`src/hdl/mmdd_pkg.sv`:
```
`default_nettype none
// ----------------------------------------------------------------------------
// mmdd_pkg
// Shared types, widths, register codes and helpers of the moving mean dip
// detector.
// ----------------------------------------------------------------------------
package mmdd_pkg;

  localparam int WINDOW_MAX_DEF = 16;
  localparam int SAMPLE_W       = 12;
  localparam int FRAC_W         = 16;
  localparam int LEVEL_W        = 28;
  localparam int LEN_W          = 5;
  localparam int THR_W          = 12;
  localparam int WEIGHT_W       = 17;
  localparam int COUNT_W        = 16;
  localparam int CFG_ADDR_W     = 4;
  localparam int CFG_DATA_W     = 32;
  localparam int FIFO_DEPTH     = 2;
  localparam int FIFO_AW        = $clog2(FIFO_DEPTH);

  localparam logic [WEIGHT_W-1:0] ONE_Q16 = WEIGHT_W'(65536);

  localparam logic [LEN_W-1:0]    LEN_RST    = LEN_W'(5);
  localparam logic [THR_W-1:0]    THR_RST    = THR_W'(70);
  localparam logic [WEIGHT_W-1:0] WEIGHT_RST = WEIGHT_W'(66);

  localparam logic [1:0] REG_WINDOW_LENGTH = 2'd0;
  localparam logic [1:0] REG_DIP_THRESHOLD = 2'd1;
  localparam logic [1:0] REG_BLEND_WEIGHT  = 2'd2;

  typedef struct packed {
    logic [SAMPLE_W-1:0] sample;
    logic                seeding;
  } item_t;

  typedef struct packed {
    logic                restart;
    logic [LEN_W-1:0]    len;
    logic [THR_W-1:0]    thr;
    logic [WEIGHT_W-1:0] weight;
  } cfg_t;

  typedef enum logic [2:0] {
    ST_IDLE,
    ST_PREV,
    ST_MIX,
    ST_SUM,
    ST_DIV,
    ST_OUT
  } back_state_t;

  // window length as used: zero acts as one, clamp to the window depth
  function automatic logic [LEN_W-1:0] eff_len(input logic [LEN_W-1:0] wl,
                                               input int unsigned wmax);
    logic [LEN_W-1:0] res;
    res = wl;
    if (wl == '0) begin
      res = LEN_W'(1);
    end else if ((wmax < (1 << LEN_W)) && (int'(wl) > int'(wmax))) begin
      res = LEN_W'(wmax);
    end
    return res;
  endfunction

endpackage
`default_nettype wire

```
`src/hdl/moving_mean_dip_detector.sv`:
```
`default_nettype none
// ----------------------------------------------------------------------------
// moving_mean_dip_detector
// Moving mean of filtered photodiode samples with dip arming and drop count.
//
//   port group  direction  word
//   in_         in         sample, 12 bit
//   out_        out        warmed_up, below_mean, drop_seen, drop_total, mean
//   cfg_        in/out     window_length, dip_threshold, blend_weight
//
// each word goes through the one-port window read pass and then the
// one-bit-per-cycle mean divider
// a two word queue keeps the input open while the back end works
// a waiting result holds the back end in its last step, so the queue stops draining
// synchronous active-low reset; the window store holds no reset value
// ----------------------------------------------------------------------------
module moving_mean_dip_detector
  import mmdd_pkg::*;
#(
  parameter int WINDOW_MAX = WINDOW_MAX_DEF
) (
  input  wire logic                  clk,
  input  wire logic                  rst_n,
  input  wire logic                  in_valid,
  output logic                       in_stall,
  input  wire logic [SAMPLE_W-1:0]   in_sample,
  output logic                       out_valid,
  input  wire logic                  out_stall,
  output logic                       out_warmed_up,
  output logic                       out_below_mean,
  output logic                       out_drop_seen,
  output logic      [COUNT_W-1:0]    out_drop_total,
  output logic      [LEVEL_W-1:0]    out_mean_level,
  input  wire logic                  cfg_psel,
  input  wire logic                  cfg_penable,
  input  wire logic                  cfg_pwrite,
  input  wire logic [CFG_ADDR_W-1:0] cfg_paddr,
  input  wire logic [CFG_DATA_W-1:0] cfg_pwdata,
  output logic      [CFG_DATA_W-1:0] cfg_prdata,
  output logic                       cfg_pready
);

  cfg_t  cfg;
  item_t q_item;
  item_t q_head;
  logic  q_push;
  logic  q_pop;
  logic  q_full;
  logic  q_empty;

  mmdd_front #(
    .WINDOW_MAX (WINDOW_MAX)
  ) u_front (
    .clk         (clk),
    .rst_n       (rst_n),
    .in_valid    (in_valid),
    .in_stall    (in_stall),
    .in_sample   (in_sample),
    .cfg_psel    (cfg_psel),
    .cfg_penable (cfg_penable),
    .cfg_pwrite  (cfg_pwrite),
    .cfg_paddr   (cfg_paddr),
    .cfg_pwdata  (cfg_pwdata),
    .cfg_prdata  (cfg_prdata),
    .cfg_pready  (cfg_pready),
    .q_full      (q_full),
    .q_push      (q_push),
    .q_item      (q_item),
    .cfg         (cfg)
  );

  mmdd_fifo u_fifo (
    .clk       (clk),
    .rst_n     (rst_n),
    .push      (q_push),
    .push_item (q_item),
    .pop       (q_pop),
    .head      (q_head),
    .full      (q_full),
    .empty     (q_empty)
  );

  mmdd_back #(
    .WINDOW_MAX (WINDOW_MAX)
  ) u_back (
    .clk            (clk),
    .rst_n          (rst_n),
    .cfg            (cfg),
    .q_head         (q_head),
    .q_empty        (q_empty),
    .q_pop          (q_pop),
    .out_valid      (out_valid),
    .out_stall      (out_stall),
    .out_warmed_up  (out_warmed_up),
    .out_below_mean (out_below_mean),
    .out_drop_seen  (out_drop_seen),
    .out_drop_total (out_drop_total),
    .out_mean_level (out_mean_level)
  );

endmodule
`default_nettype wire

```
`src/hdl/mmdd_div.sv`:
```
`default_nettype none
// ----------------------------------------------------------------------------
// mmdd_div
// Serial restoring divider, one quotient bit per cycle.
// ----------------------------------------------------------------------------
module mmdd_div #(
  parameter int NUM_W = 32,
  parameter int DEN_W = 5
) (
  input  wire logic             clk,
  input  wire logic             rst_n,
  input  wire logic             start,
  input  wire logic [NUM_W-1:0] num,
  input  wire logic [DEN_W-1:0] den,
  output logic                  done,
  output logic      [NUM_W-1:0] quo
);

  localparam int CNT_W = $clog2(NUM_W + 1);

  logic [NUM_W-1:0] quo_r, quo_nxt;
  logic [DEN_W-1:0] rem_r, rem_nxt;
  logic [DEN_W-1:0] den_r, den_nxt;
  logic [CNT_W-1:0] cnt_r, cnt_nxt;
  logic             done_r, done_nxt;
  logic [DEN_W:0]   shifted;
  logic [DEN_W:0]   diff;

  always_comb begin
    shifted  = {rem_r, quo_r[NUM_W-1]};
    diff     = shifted - {1'b0, den_r};
    quo_nxt  = quo_r;
    rem_nxt  = rem_r;
    den_nxt  = den_r;
    cnt_nxt  = cnt_r;
    done_nxt = 1'b0;
    if (start) begin
      quo_nxt = num;
      rem_nxt = '0;
      den_nxt = den;
      cnt_nxt = CNT_W'(NUM_W);
    end else if (cnt_r != '0) begin
      cnt_nxt = cnt_r - CNT_W'(1);
      if (!diff[DEN_W]) begin
        rem_nxt = diff[DEN_W-1:0];
        quo_nxt = {quo_r[NUM_W-2:0], 1'b1};
      end else begin
        rem_nxt = shifted[DEN_W-1:0];
        quo_nxt = {quo_r[NUM_W-2:0], 1'b0};
      end
      done_nxt = (cnt_r == CNT_W'(1));
    end
  end

  always_ff @(posedge clk) begin
    if (!rst_n) begin
      cnt_r  <= '0;
      done_r <= 1'b0;
    end else begin
      cnt_r  <= cnt_nxt;
      done_r <= done_nxt;
    end
    quo_r <= quo_nxt;
    rem_r <= rem_nxt;
    den_r <= den_nxt;
  end

  assign done = done_r;
  assign quo  = quo_r;

endmodule
`default_nettype wire

```
`src/hdl/mmdd_fifo.sv`:
```
`default_nettype none
// ----------------------------------------------------------------------------
// mmdd_fifo
// Short queue of tagged sample words between front and back.
// ----------------------------------------------------------------------------
module mmdd_fifo
  import mmdd_pkg::*;
(
  input  wire logic  clk,
  input  wire logic  rst_n,
  input  wire logic  push,
  input  wire item_t push_item,
  input  wire logic  pop,
  output item_t      head,
  output logic       full,
  output logic       empty
);

  item_t              mem_r [FIFO_DEPTH];
  logic [FIFO_AW-1:0] wp_r, wp_nxt;
  logic [FIFO_AW-1:0] rp_r, rp_nxt;
  logic [FIFO_AW:0]   cnt_r, cnt_nxt;

  always_comb begin
    wp_nxt  = push ? wp_r + FIFO_AW'(1) : wp_r;
    rp_nxt  = pop ? rp_r + FIFO_AW'(1) : rp_r;
    cnt_nxt = cnt_r + (FIFO_AW + 1)'(push) - (FIFO_AW + 1)'(pop);
  end

  always_ff @(posedge clk) begin
    if (!rst_n) begin
      wp_r  <= '0;
      rp_r  <= '0;
      cnt_r <= '0;
    end else begin
      wp_r  <= wp_nxt;
      rp_r  <= rp_nxt;
      cnt_r <= cnt_nxt;
    end
    if (push) begin
      mem_r[wp_r] <= push_item;
    end
  end

  assign head  = mem_r[rp_r];
  assign full  = (cnt_r == (FIFO_AW + 1)'(FIFO_DEPTH));
  assign empty = (cnt_r == '0);

endmodule
`default_nettype wire

```
`src/hdl/mmdd_front.sv`:
```
`default_nettype none
// ----------------------------------------------------------------------------
// mmdd_front
// Register port and input side: tags each sample word as seeding or detect.
// ----------------------------------------------------------------------------
module mmdd_front
  import mmdd_pkg::*;
#(
  parameter int WINDOW_MAX = WINDOW_MAX_DEF
) (
  input  wire logic                  clk,
  input  wire logic                  rst_n,
  input  wire logic                  in_valid,
  output logic                       in_stall,
  input  wire logic [SAMPLE_W-1:0]   in_sample,
  input  wire logic                  cfg_psel,
  input  wire logic                  cfg_penable,
  input  wire logic                  cfg_pwrite,
  input  wire logic [CFG_ADDR_W-1:0] cfg_paddr,
  input  wire logic [CFG_DATA_W-1:0] cfg_pwdata,
  output logic      [CFG_DATA_W-1:0] cfg_prdata,
  output logic                       cfg_pready,
  input  wire logic                  q_full,
  output logic                       q_push,
  output item_t                      q_item,
  output cfg_t                       cfg
);

  logic [LEN_W-1:0]    wl_r, wl_nxt;
  logic [THR_W-1:0]    thr_r, thr_nxt;
  logic [WEIGHT_W-1:0] wt_r, wt_nxt;
  logic [LEN_W-1:0]    fill_r, fill_nxt;
  logic                restart_r, restart_nxt;
  logic [LEN_W-1:0]    len;
  logic                wr_en;
  logic [1:0]          reg_idx;
  logic                seeding;

  assign len     = eff_len(wl_r, WINDOW_MAX);
  assign wr_en   = cfg_psel && cfg_penable && cfg_pwrite;
  assign reg_idx = cfg_paddr[3:2];
  assign seeding = (fill_r < len);
  assign q_push  = in_valid && !q_full;

  always_comb begin
    wl_nxt      = wl_r;
    thr_nxt     = thr_r;
    wt_nxt      = wt_r;
    fill_nxt    = fill_r;
    restart_nxt = 1'b0;
    if (q_push && seeding) begin
      fill_nxt = fill_r + LEN_W'(1);
    end
    if (wr_en) begin
      unique case (reg_idx)
        REG_WINDOW_LENGTH: begin
          wl_nxt      = cfg_pwdata[LEN_W-1:0];
          fill_nxt    = '0;
          restart_nxt = 1'b1;
        end
        REG_DIP_THRESHOLD: thr_nxt = cfg_pwdata[THR_W-1:0];
        REG_BLEND_WEIGHT:  wt_nxt  = cfg_pwdata[WEIGHT_W-1:0];
        default: ;
      endcase
    end
  end

  always_comb begin
    unique case (reg_idx)
      REG_WINDOW_LENGTH: cfg_prdata = CFG_DATA_W'(wl_r);
      REG_DIP_THRESHOLD: cfg_prdata = CFG_DATA_W'(thr_r);
      REG_BLEND_WEIGHT:  cfg_prdata = CFG_DATA_W'(wt_r);
      default:           cfg_prdata = '0;
    endcase
  end

  always_ff @(posedge clk) begin
    if (!rst_n) begin
      wl_r      <= LEN_RST;
      thr_r     <= THR_RST;
      wt_r      <= WEIGHT_RST;
      fill_r    <= '0;
      restart_r <= 1'b0;
    end else begin
      wl_r      <= wl_nxt;
      thr_r     <= thr_nxt;
      wt_r      <= wt_nxt;
      fill_r    <= fill_nxt;
      restart_r <= restart_nxt;
    end
  end

  assign in_stall       = q_full;
  assign cfg_pready     = 1'b1;
  assign q_item.sample  = in_sample;
  assign q_item.seeding = seeding;
  assign cfg.restart    = restart_r;
  assign cfg.len        = len;
  assign cfg.thr        = thr_r;
  assign cfg.weight     = (wt_r > ONE_Q16) ? ONE_Q16 : wt_r;

endmodule
`default_nettype wire

```
`src/hdl/mmdd_back.sv`:
```
`default_nettype none
// ----------------------------------------------------------------------------
// mmdd_back
// Detection, blend, window store, window sum and mean, result register.
// ----------------------------------------------------------------------------
module mmdd_back
  import mmdd_pkg::*;
#(
  parameter int WINDOW_MAX = WINDOW_MAX_DEF
) (
  input  wire logic               clk,
  input  wire logic               rst_n,
  input  wire cfg_t               cfg,
  input  wire item_t              q_head,
  input  wire logic               q_empty,
  output logic                    q_pop,
  output logic                    out_valid,
  input  wire logic               out_stall,
  output logic                    out_warmed_up,
  output logic                    out_below_mean,
  output logic                    out_drop_seen,
  output logic [COUNT_W-1:0]      out_drop_total,
  output logic [LEVEL_W-1:0]      out_mean_level
);

  localparam int AW    = (WINDOW_MAX > 1) ? $clog2(WINDOW_MAX) : 1;
  localparam int SUM_W = LEVEL_W + $clog2(WINDOW_MAX);
  localparam int PA_W  = WEIGHT_W + SAMPLE_W;
  localparam int PB_W  = WEIGHT_W + LEVEL_W;
  localparam int MIX_W = PB_W + 1;
  localparam logic [AW-1:0] LAST_SLOT = AW'(WINDOW_MAX - 1);

  back_state_t state_r, state_nxt;

  logic [LEVEL_W-1:0]  win_mem [WINDOW_MAX];
  logic [LEVEL_W-1:0]  rdata_r;
  logic [AW-1:0]       rd_addr;
  logic                mem_we;

  logic [SAMPLE_W-1:0] sample_r;
  logic                seed_r;
  logic                excur_r;
  logic                below_r;
  logic [PA_W-1:0]     prod_a_r;
  logic [PB_W-1:0]     prod_b_r;
  logic [AW-1:0]       ws_r;
  logic [AW-1:0]       rp_r;
  logic [LEN_W-1:0]    k_r;
  logic                acc_en_r;
  logic [SUM_W-1:0]    acc_r;
  logic                armed_r;
  logic [COUNT_W-1:0]  drops_r;
  logic                res_drop_r;
  logic [LEVEL_W-1:0]  mean_r;

  logic                out_valid_r;
  logic                out_warm_r;
  logic                out_below_r;
  logic                out_drop_r;
  logic [COUNT_W-1:0]  out_total_r;
  logic [LEVEL_W-1:0]  out_mean_r;

  logic [LEVEL_W-1:0]  head_s;
  logic [LEVEL_W-1:0]  diff;
  logic [AW-1:0]       prev_slot;
  logic [MIX_W-1:0]    mix;
  logic [LEVEL_W-1:0]  store_val;
  logic                out_free;
  logic                issue;
  logic                sum_done;
  logic                div_start;
  logic                div_done;
  logic [SUM_W-1:0]    div_quo;
  logic                load_out;

  assign head_s    = {q_head.sample, FRAC_W'(0)};
  assign diff      = (head_s > mean_r) ? head_s - mean_r : mean_r - head_s;
  assign prev_slot = (ws_r == '0) ? LAST_SLOT : ws_r - AW'(1);
  assign mix       = MIX_W'({prod_a_r, FRAC_W'(0)}) + MIX_W'(prod_b_r)
                     + MIX_W'(32768);
  assign store_val = (seed_r || !excur_r) ? {sample_r, FRAC_W'(0)}
                                          : mix[FRAC_W +: LEVEL_W];
  assign out_free  = !out_valid_r || !out_stall;
  assign sum_done  = (k_r == cfg.len) && !acc_en_r;

  always_comb begin
    state_nxt = state_r;
    unique case (state_r)
      ST_IDLE: if (!q_empty) state_nxt = ST_PREV;
      ST_PREV: state_nxt = ST_MIX;
      ST_MIX:  state_nxt = ST_SUM;
      ST_SUM:  if (sum_done) state_nxt = ST_DIV;
      ST_DIV:  if (div_done) state_nxt = ST_OUT;
      ST_OUT:  if (out_free) state_nxt = ST_IDLE;
      default: state_nxt = ST_IDLE;
    endcase
  end

  always_comb begin
    q_pop     = 1'b0;
    mem_we    = 1'b0;
    issue     = 1'b0;
    div_start = 1'b0;
    load_out  = 1'b0;
    rd_addr   = rp_r;
    unique case (state_r)
      ST_IDLE: begin
        q_pop   = !q_empty;
        rd_addr = prev_slot;
      end
      ST_PREV: ;
      ST_MIX:  mem_we = 1'b1;
      ST_SUM: begin
        issue     = (k_r != cfg.len);
        div_start = sum_done;
      end
      ST_DIV: ;
      ST_OUT:  load_out = out_free;
      default: ;
    endcase
  end

  always_ff @(posedge clk) begin
    if (mem_we) begin
      win_mem[ws_r] <= store_val;
    end
    rdata_r <= win_mem[rd_addr];
  end

  always_ff @(posedge clk) begin
    if (!rst_n) begin
      state_r     <= ST_IDLE;
      ws_r        <= '0;
      k_r         <= '0;
      acc_en_r    <= 1'b0;
      armed_r     <= 1'b0;
      drops_r     <= '0;
      mean_r      <= '0;
      out_valid_r <= 1'b0;
    end else begin
      state_r  <= state_nxt;
      acc_en_r <= issue;
      if (cfg.restart) begin
        armed_r <= 1'b0;
      end
      if (mem_we) begin
        ws_r <= (ws_r == LAST_SLOT) ? '0 : ws_r + AW'(1);
        k_r  <= '0;
        if (!seed_r) begin
          if (excur_r) begin
            if (below_r) armed_r <= 1'b1;
          end else begin
            if (armed_r) drops_r <= drops_r + COUNT_W'(1);
            armed_r <= 1'b0;
          end
        end
      end
      if (issue) begin
        k_r <= k_r + LEN_W'(1);
      end
      if (load_out) begin
        mean_r      <= div_quo[LEVEL_W-1:0];
        out_valid_r <= 1'b1;
      end else if (!out_stall) begin
        out_valid_r <= 1'b0;
      end
    end

    if (q_pop) begin
      sample_r <= q_head.sample;
      seed_r   <= q_head.seeding;
      excur_r  <= diff > {cfg.thr, FRAC_W'(0)};
      below_r  <= head_s < mean_r;
    end
    if (state_r == ST_PREV) begin
      prod_a_r <= PA_W'(cfg.weight) * PA_W'(sample_r);
      prod_b_r <= PB_W'(ONE_Q16 - cfg.weight) * PB_W'(rdata_r);
    end
    if (mem_we) begin
      rp_r       <= ws_r;
      acc_r      <= '0;
      res_drop_r <= !seed_r && !excur_r && armed_r;
    end
    if (issue) begin
      rp_r <= (rp_r == '0) ? LAST_SLOT : rp_r - AW'(1);
    end
    if (acc_en_r) begin
      acc_r <= acc_r + SUM_W'(rdata_r);
    end
    if (load_out) begin
      out_warm_r  <= !seed_r;
      out_below_r <= !seed_r && excur_r && below_r;
      out_drop_r  <= res_drop_r;
      out_total_r <= drops_r;
      out_mean_r  <= div_quo[LEVEL_W-1:0];
    end
  end

  mmdd_div #(
    .NUM_W (SUM_W),
    .DEN_W (LEN_W)
  ) u_div (
    .clk   (clk),
    .rst_n (rst_n),
    .start (div_start),
    .num   (acc_r),
    .den   (cfg.len),
    .done  (div_done),
    .quo   (div_quo)
  );

  assign out_valid      = out_valid_r;
  assign out_warmed_up  = out_warm_r;
  assign out_below_mean = out_below_r;
  assign out_drop_seen  = out_drop_r;
  assign out_drop_total = out_total_r;
  assign out_mean_level = out_mean_r;

endmodule
`default_nettype wire
```
`config.mk`:
```
export PLATFORM = sky130hd
export DESIGN_NAME = moving_mean_dip_detector
export DESIGN_NICKNAME = d
export VERILOG_FILES = /design/src/hdl/mmdd_pkg.sv /design/src/hdl/moving_mean_dip_detector.sv /design/src/hdl/mmdd_div.sv /design/src/hdl/mmdd_fifo.sv /design/src/hdl/mmdd_front.sv /design/src/hdl/mmdd_back.sv
export SDC_FILE = /design/constraint.sdc
export NUM_CORES = 2
export LEC_CHECK = 0
export ABC_AREA = 1
export BUFFER_PORTS_ARGS = -buffer_cell sky130_fd_sc_hd__buf_2
export CAP_MARGIN = 20
export CORE_MARGIN = 4
export CORE_UTILIZATION = 40
export CTS_CLUSTER_SIZE = 12
export DETAILED_ROUTE_END_ITERATION = 16
export SLEW_MARGIN = 25
export SYNTH_ARGS = -nofsm -noshare
export SYNTH_HDL_FRONTEND = slang
export SYNTH_SLANG_ARGS = --single-unit
```
`constraint.sdc`:
```
create_clock -name clk -period 10.6 [get_ports clk]
set_input_delay 0.53 -clock clk [delete_from_list [all_inputs] [get_ports clk]]
set_output_delay 0.53 -clock clk [all_outputs]
set_load 0.05 [all_outputs]
```
Yosys cells after proc, flatten, opt, wreduce, memory -nomap -nowiden
Memories as Yosys holds them, arrays and structs flattened. A register that Yosys moved wholly into a read port is not among the register bits.
Cells that the tools add are included.

word-level totals
  output and inout bits = 82
  input port bits = 55
  bits in registers = 323
  memories = 2
  RAM bits = 474
  logic and storage cells = 170

memories
  name            words  bits a word  rd ports  clocked after Yosys merged registers in  write ports  line             source
  u_back.win_mem  16     28           1         1                                        1            mmdd_back.sv:35  logic [LEVEL_W-1:0] win_mem [WINDOW_MAX];
  u_fifo.mem_r    2      13           1         1                                        1            mmdd_fifo.sv:19  item_t mem_r [FIFO_DEPTH];

operators by class
  multiplexer cells = 49
  eq/ne operators = 17
  bitwise gates (word level) = 4
  $add $sub $neg = 18
  $lt $le $gt $ge = 6
  multiply operators = 2
  reduce and logical (&&, ||, !) cells = 36

operators with widths
  cell                                                                  number
  32-bit two-way mux                                                    4
  28-bit greater-than comparator                                        2
  28-bit two-way mux                                                    2
  28-bit subtractor                                                     2
  17-bit one-hot mux with 3 select lines                                1
  45-bit by 28-bit multiplier with 44-bit output                        1
  44-bit by 16-bit adder with 44-bit output, second input constant      1
  44-bit adder                                                          1
  5-bit two-way mux                                                     8
  32-bit by 28-bit adder with 32-bit output                             1
  28-bit less-than comparator                                           1
  17-bit by 12-bit multiplier with 28-bit output                        1
  4-bit two-way mux                                                     6
  1-bit two-way mux                                                     20
  3-bit one-hot mux with 6 select lines                                 1
  17-bit by 17-bit subtractor with 18-bit output, first input constant  1
  17-bit greater-than comparator, second input constant                 1
  17-bit two-way mux                                                    1
  16-bit by 1-bit adder with 16-bit output, second input constant       1
  3-bit two-way mux                                                     4
  6-bit two-way mux                                                     2
  5-bit by 1-bit adder with 5-bit output, second input constant         2
  1-bit logical AND                                                     9
  4-bit zero test                                                       2
  other kinds (32)                                                      57

Logic depth before layout (Yosys ltp)
  depth after elaboration = 8
  depth in mapped cells = 43
  depth with buffers taken out = 42

Modules after synthesis
A second synthesis with hierarchy kept.

unflattened totals
  cell total of the unflattened synthesis = 6,683
  area total of the unflattened synthesis = 60,740.8 µm²

modules (own cells, without submodules)
  module      area an instance (µm²)  cells an instance  seq. area each (µm²)  times used
  mmdd_back   54,861.4                6,019              19,879.1              1
  mmdd_div    2,369.8                 267                1,351.3               1
  mmdd_front  2,304.7                 323                800.8                 1
  mmdd_fifo   1,204.9                 74                 880.8                 1

Worst setup path before layout
Ideal clock, no wire load.

  path kind = flip-flop to flip-flop
  from = register u_front.wt_r[16]
  to = register u_back.prod_b_r[33] (data pin)
  period minus slack after synthesis = 7.594 ns
  setup slack = 3.006 ns
  stages on the path, launching flop included = 39
  required time = 10.342 ns
  library setup time = 0.258 ns
  buffers on the path = 3
  arrival time = 7.336 ns
  cell sequence = dfxtp_1 -> buf_4 -> nor2_1 -> inv_1 -> clkbuf_1 -> ha_1 -> nand2_1 -> nor2_1 -> inv_1 -> nor3_1 -> nand2_1 -> o21ai_1 -> nand2_2 -> inv_2 -> buf_4 -> nand2_1 -> fa_1 -> inv_1 -> (+3 left out) -> inv_1 -> fa_1 -> inv_1 -> fa_1 -> inv_1 -> fa_1 -> inv_1 -> fa_1 -> inv_1 -> ha_1 -> nand2_1 -> nor2_1 -> inv_1 -> nor4_1 -> nand2_1 -> nand2_1 -> a21oi_1 -> xnor2_1

between the ends
  cells in the longest elaborated chain, start to end = 4

ends and longest elaborated chain
  what                                              line               source
  start: declaration                                mmdd_front.sv:31   logic [WEIGHT_W-1:0] wt_r, wt_nxt;
  start signal: assignment                          mmdd_front.sv:87   wt_r <= wt_nxt;
  17-bit greater-than comparator                    mmdd_front.sv:100  assign cfg.weight = (wt_r > ONE_Q16) ? ONE_Q16 : wt_r;
  17-bit two-way mux *                              mmdd_front.sv:100
  17-bit by 17-bit subtractor with 18-bit output *  mmdd_back.sv:177   prod_b_r <= PB_W'(ONE_Q16 - cfg.weight) * PB_W'(rdata_r);
  45-bit by 28-bit multiplier with 44-bit output *  mmdd_back.sv:177
  end signal: assignment                            mmdd_back.sv:177
  end: declaration                                  mmdd_back.sv:45    logic [PB_W-1:0] prod_b_r;

Mark *: on every way between the ends. The rest lies on a longest branch, timed or not.
A chain may end at the register's enable or synchronous reset.

Worst setup path in the final report
  from = register u_front.wt_r[16]
  to = register u_back.prod_b_r[40] (data pin)

Same word-level chain as after synthesis.

==> metrics.md <==
| Metric | Value |
|---|---|
| Top cells by area, synth | edfxtp_1 (32%), fa_1 (22%), inv_1 (8.2%) |
| Synth area leader | edfxtp_1 |
| Nets | 7,758 |
| Remaining global-route overflow | 0 |
| #FFs+latches synth | 811 |
| Worst-skew pair later-pin latency | 0.70 ns |
| Routed vias | 45,700 |
| Synth Warn # | 0 |
| Die width | 402 um |
| Largest family of logic cells by synthesized area | adder cells |
| Final wirelength | 177,000 um |
| Synthesized instance count | 6,624 |
| Area post-placement | 65,000 um^2 |
| EDFF count, synth | 667 |
| Reg area | 22,900 um^2 |
| Antenna violations before repair | 7 |
| CP dominant cell by count | inv_1 |
| Crit start category | flip-flop |
| Worst EP arrival | 9.96 ns |
| Final hold vios | 0 |
| Compound-Gate Fraction of Synth Area | 0.0934 |
| Multiplexer share of the synthesized area | 0.000545 |
| Area grow syn2layout | 9.67% |
| Largest net degree at the start of global routing | 259 |
| PortBufs | 103 |
| Worst-path fanout max | 19 |
| Post-detail-place hpwl | 129,000 um |
| Multi-input logic area | 33,200 um^2 |
| TritonCTS clock tree | built |
| Clk buf depth | 3 |
| TNS Setup | 0 ns |
| DRT Pass-1 Iters | 6 |
| # setup viols final | 0 |
| Die area | 161,000 um^2 |
| RSZ-0062 raised after global routing | false |
| Fmax | 0.105 GHz |
| Post-CTS Resized | 0 |
| Cell variety after synth | 63 |
| Io pins | 137 |
| WP data required | 11.03 ns |
| DRT antenna net count | 0 |
| Tmin final | 9.53 ns |
| Die H | 402 um |
| # fillers | 14,900 |
| Worst-Margin Slew | 1.07 ns |
| Max-cap violations | 0 |
| Initial Util | 0.402 |
| Vias in the first global route | 46,000 |
| Simple-Gate Fraction of Synth Area | 0.134 |
| Core area | 154,000 um^2 |
| Max stage delay on crit path | 0.64 ns |
| Cell row count | 144 |
| Synth Cell Area | 61,900 um^2 |
| Final worst slack | 1.07 ns |
| CP Class | reg -> reg |
| Synth top area share | 0.323 |
| Final Wtd Congestion | 0.961 |
| All-layer global routing usage | 0.219 |
| Count leader, synth | inv_1 |
| CP max stage cell | nand2_2 |
| DR iter-0 viols | 3,947 |
| Ys flop type | edfxtp_1 |
| Final Cycle Share | 0.899 |
| DR WL/cell | 20.1 um |
| DR vias/cell | 5.17 |
| Post-synthesis sequential area ratio | 0.370 |
| Setup Buffers After CTS | 0 |
| Rel. slew slack | 0.281 |
| Clock sink total | 811 |
| Place WS | 1.27 ns |
| Root Driver | clkbuf_16 |
| Status | finished clean |
| Share of cells above drive strength 1 | 0.0591 |
| Element type at the critical path end | flip-flop |
| Final instance area | 67,900 um^2 |
| Hold Path Class | in -> reg |
| Final Max Tran Viols | 0 |
| Number of buffers created by CTS | 87 |
| Clock Skew | 0.0314 ns |
| Commonest cells in the netlist | inv_1 (1,356), nand2_1 (980), fa_1 (674) |
| H-tree lvl count | 3 |
| Clock slew at reported path FFs | 0.06 ns |
| Post-Synth XOR/XNOR Area | 0.0192 |
| Adder-Cell Fraction of Synth Area | 0.281 |
| Async set-reset flop share out of synthesis | 0 |
| # DRC | 0 |
| Syn avg cell area | 9.35 um^2 |
| # hold bufs at CTS | 5 |
| Wire length of the first global-routing pass | 274,000 um |
[path summary, 6_finish.rpt]
kind | from | slack, ns | to | cells after the start
max reg2reg | u_front.wt_r[16] | 1.07 | u_back.prod_b_r[40] | 35
max | u_front.wt_r[16] | 1.07 | u_back.prod_b_r[40] | 35
min | in_sample[6] | 0.05 | u_fifo.mem_r[0][7] | 1
min reg2reg | u_back.res_drop_r | 0.42 | u_back.out_drop_seen | 0
[logic make-up after synthesis]
logic type	after synthesis
buf+inv	1645
compound gates	1032
flops	811
other cells	2
xor+xnor	135
mux	3
fa+ha+maj	985
simple gates	2011
[through the flow]
step,util,cells,hold WS [ns]
floorplan,-,6698,0.400
global placement,0.422,8667,0.405
detailed placement,0.422,8667,0.409
CTS,0.441,8830,0.00302
global route,0.441,8831,0.0178
finish,0.441,8835,0.0497
[per-layer routing]
| layer | part of all wire | wire length, um | GRT usage | vias up |
|---|---|---|---|---|
| li1 | - | - | - | 21200 |
| met1 | 0.42 | 74700 | 0.296 | 22500 |
| met2 | 0.46 | 82400 | 0.357 | 1624 |
| met3 | 0.071 | 12500 | 0.0344 | 352 |
| met4 | 0.043 | 7620 | 0.0836 | 0 |
| met5 | 0 | 0 | 0 | - |
[sequential cells by signal, summed over array words and instances, names as in the netlist, 12 cells and up, named ones only]
signal                 cells
u_back.u_div.quo          32
u_back.out_drop_total     16
u_fifo.mem_r              26
u_front.wt_r              17
u_back.prod_a_r           28
u_back.rdata_r            28
u_back.drops_r            16
u_back.sample_r           12
u_back.win_mem           448
u_back.prod_b_r           29
u_back.out_mean_level     28
u_front.thr_r             12
u_back.acc_r              32
u_back.mean_r             28
[cell type report]
type	count	area share
multi-input combinational	4242	0.489
antenna	4	0.000147
timing repair buffer	194	0.0185
tap	2044	0.0376
inverter	1382	0.0764
sequential	811	0.337
clock buffer	133	0.0356
clock inverter	25	0.00575
[worst max-delay path, delay by kind of cell (launching register included)]
kind	cells	cell delay [ns]
fa+ha+maj	9	4.06
compound gates	4	0.82
buf+inv	11	1.78
xor+xnor	1	0.14
flops	1	0.31
simple gates	10	2.14
[layout by cell type (no fill, tap or decap), drive strengths merged, types with 133 or more instances in the layout]
| cell type | n |
|---|---|
| buf | 189 |
| dfxtp | 144 |
| o21ai | 361 |
| nand2 | 990 |
| a21oi | 418 |
| nand3 | 305 |
| nor2 | 597 |
| inv | 1373 |
| edfxtp | 667 |
| clkbuf | 133 |
| fa | 674 |
| ha | 311 |
Power is left out: the tool's default activity adds up to more than one toggle a clock period on the data nets, which glitch-free logic cannot reach.
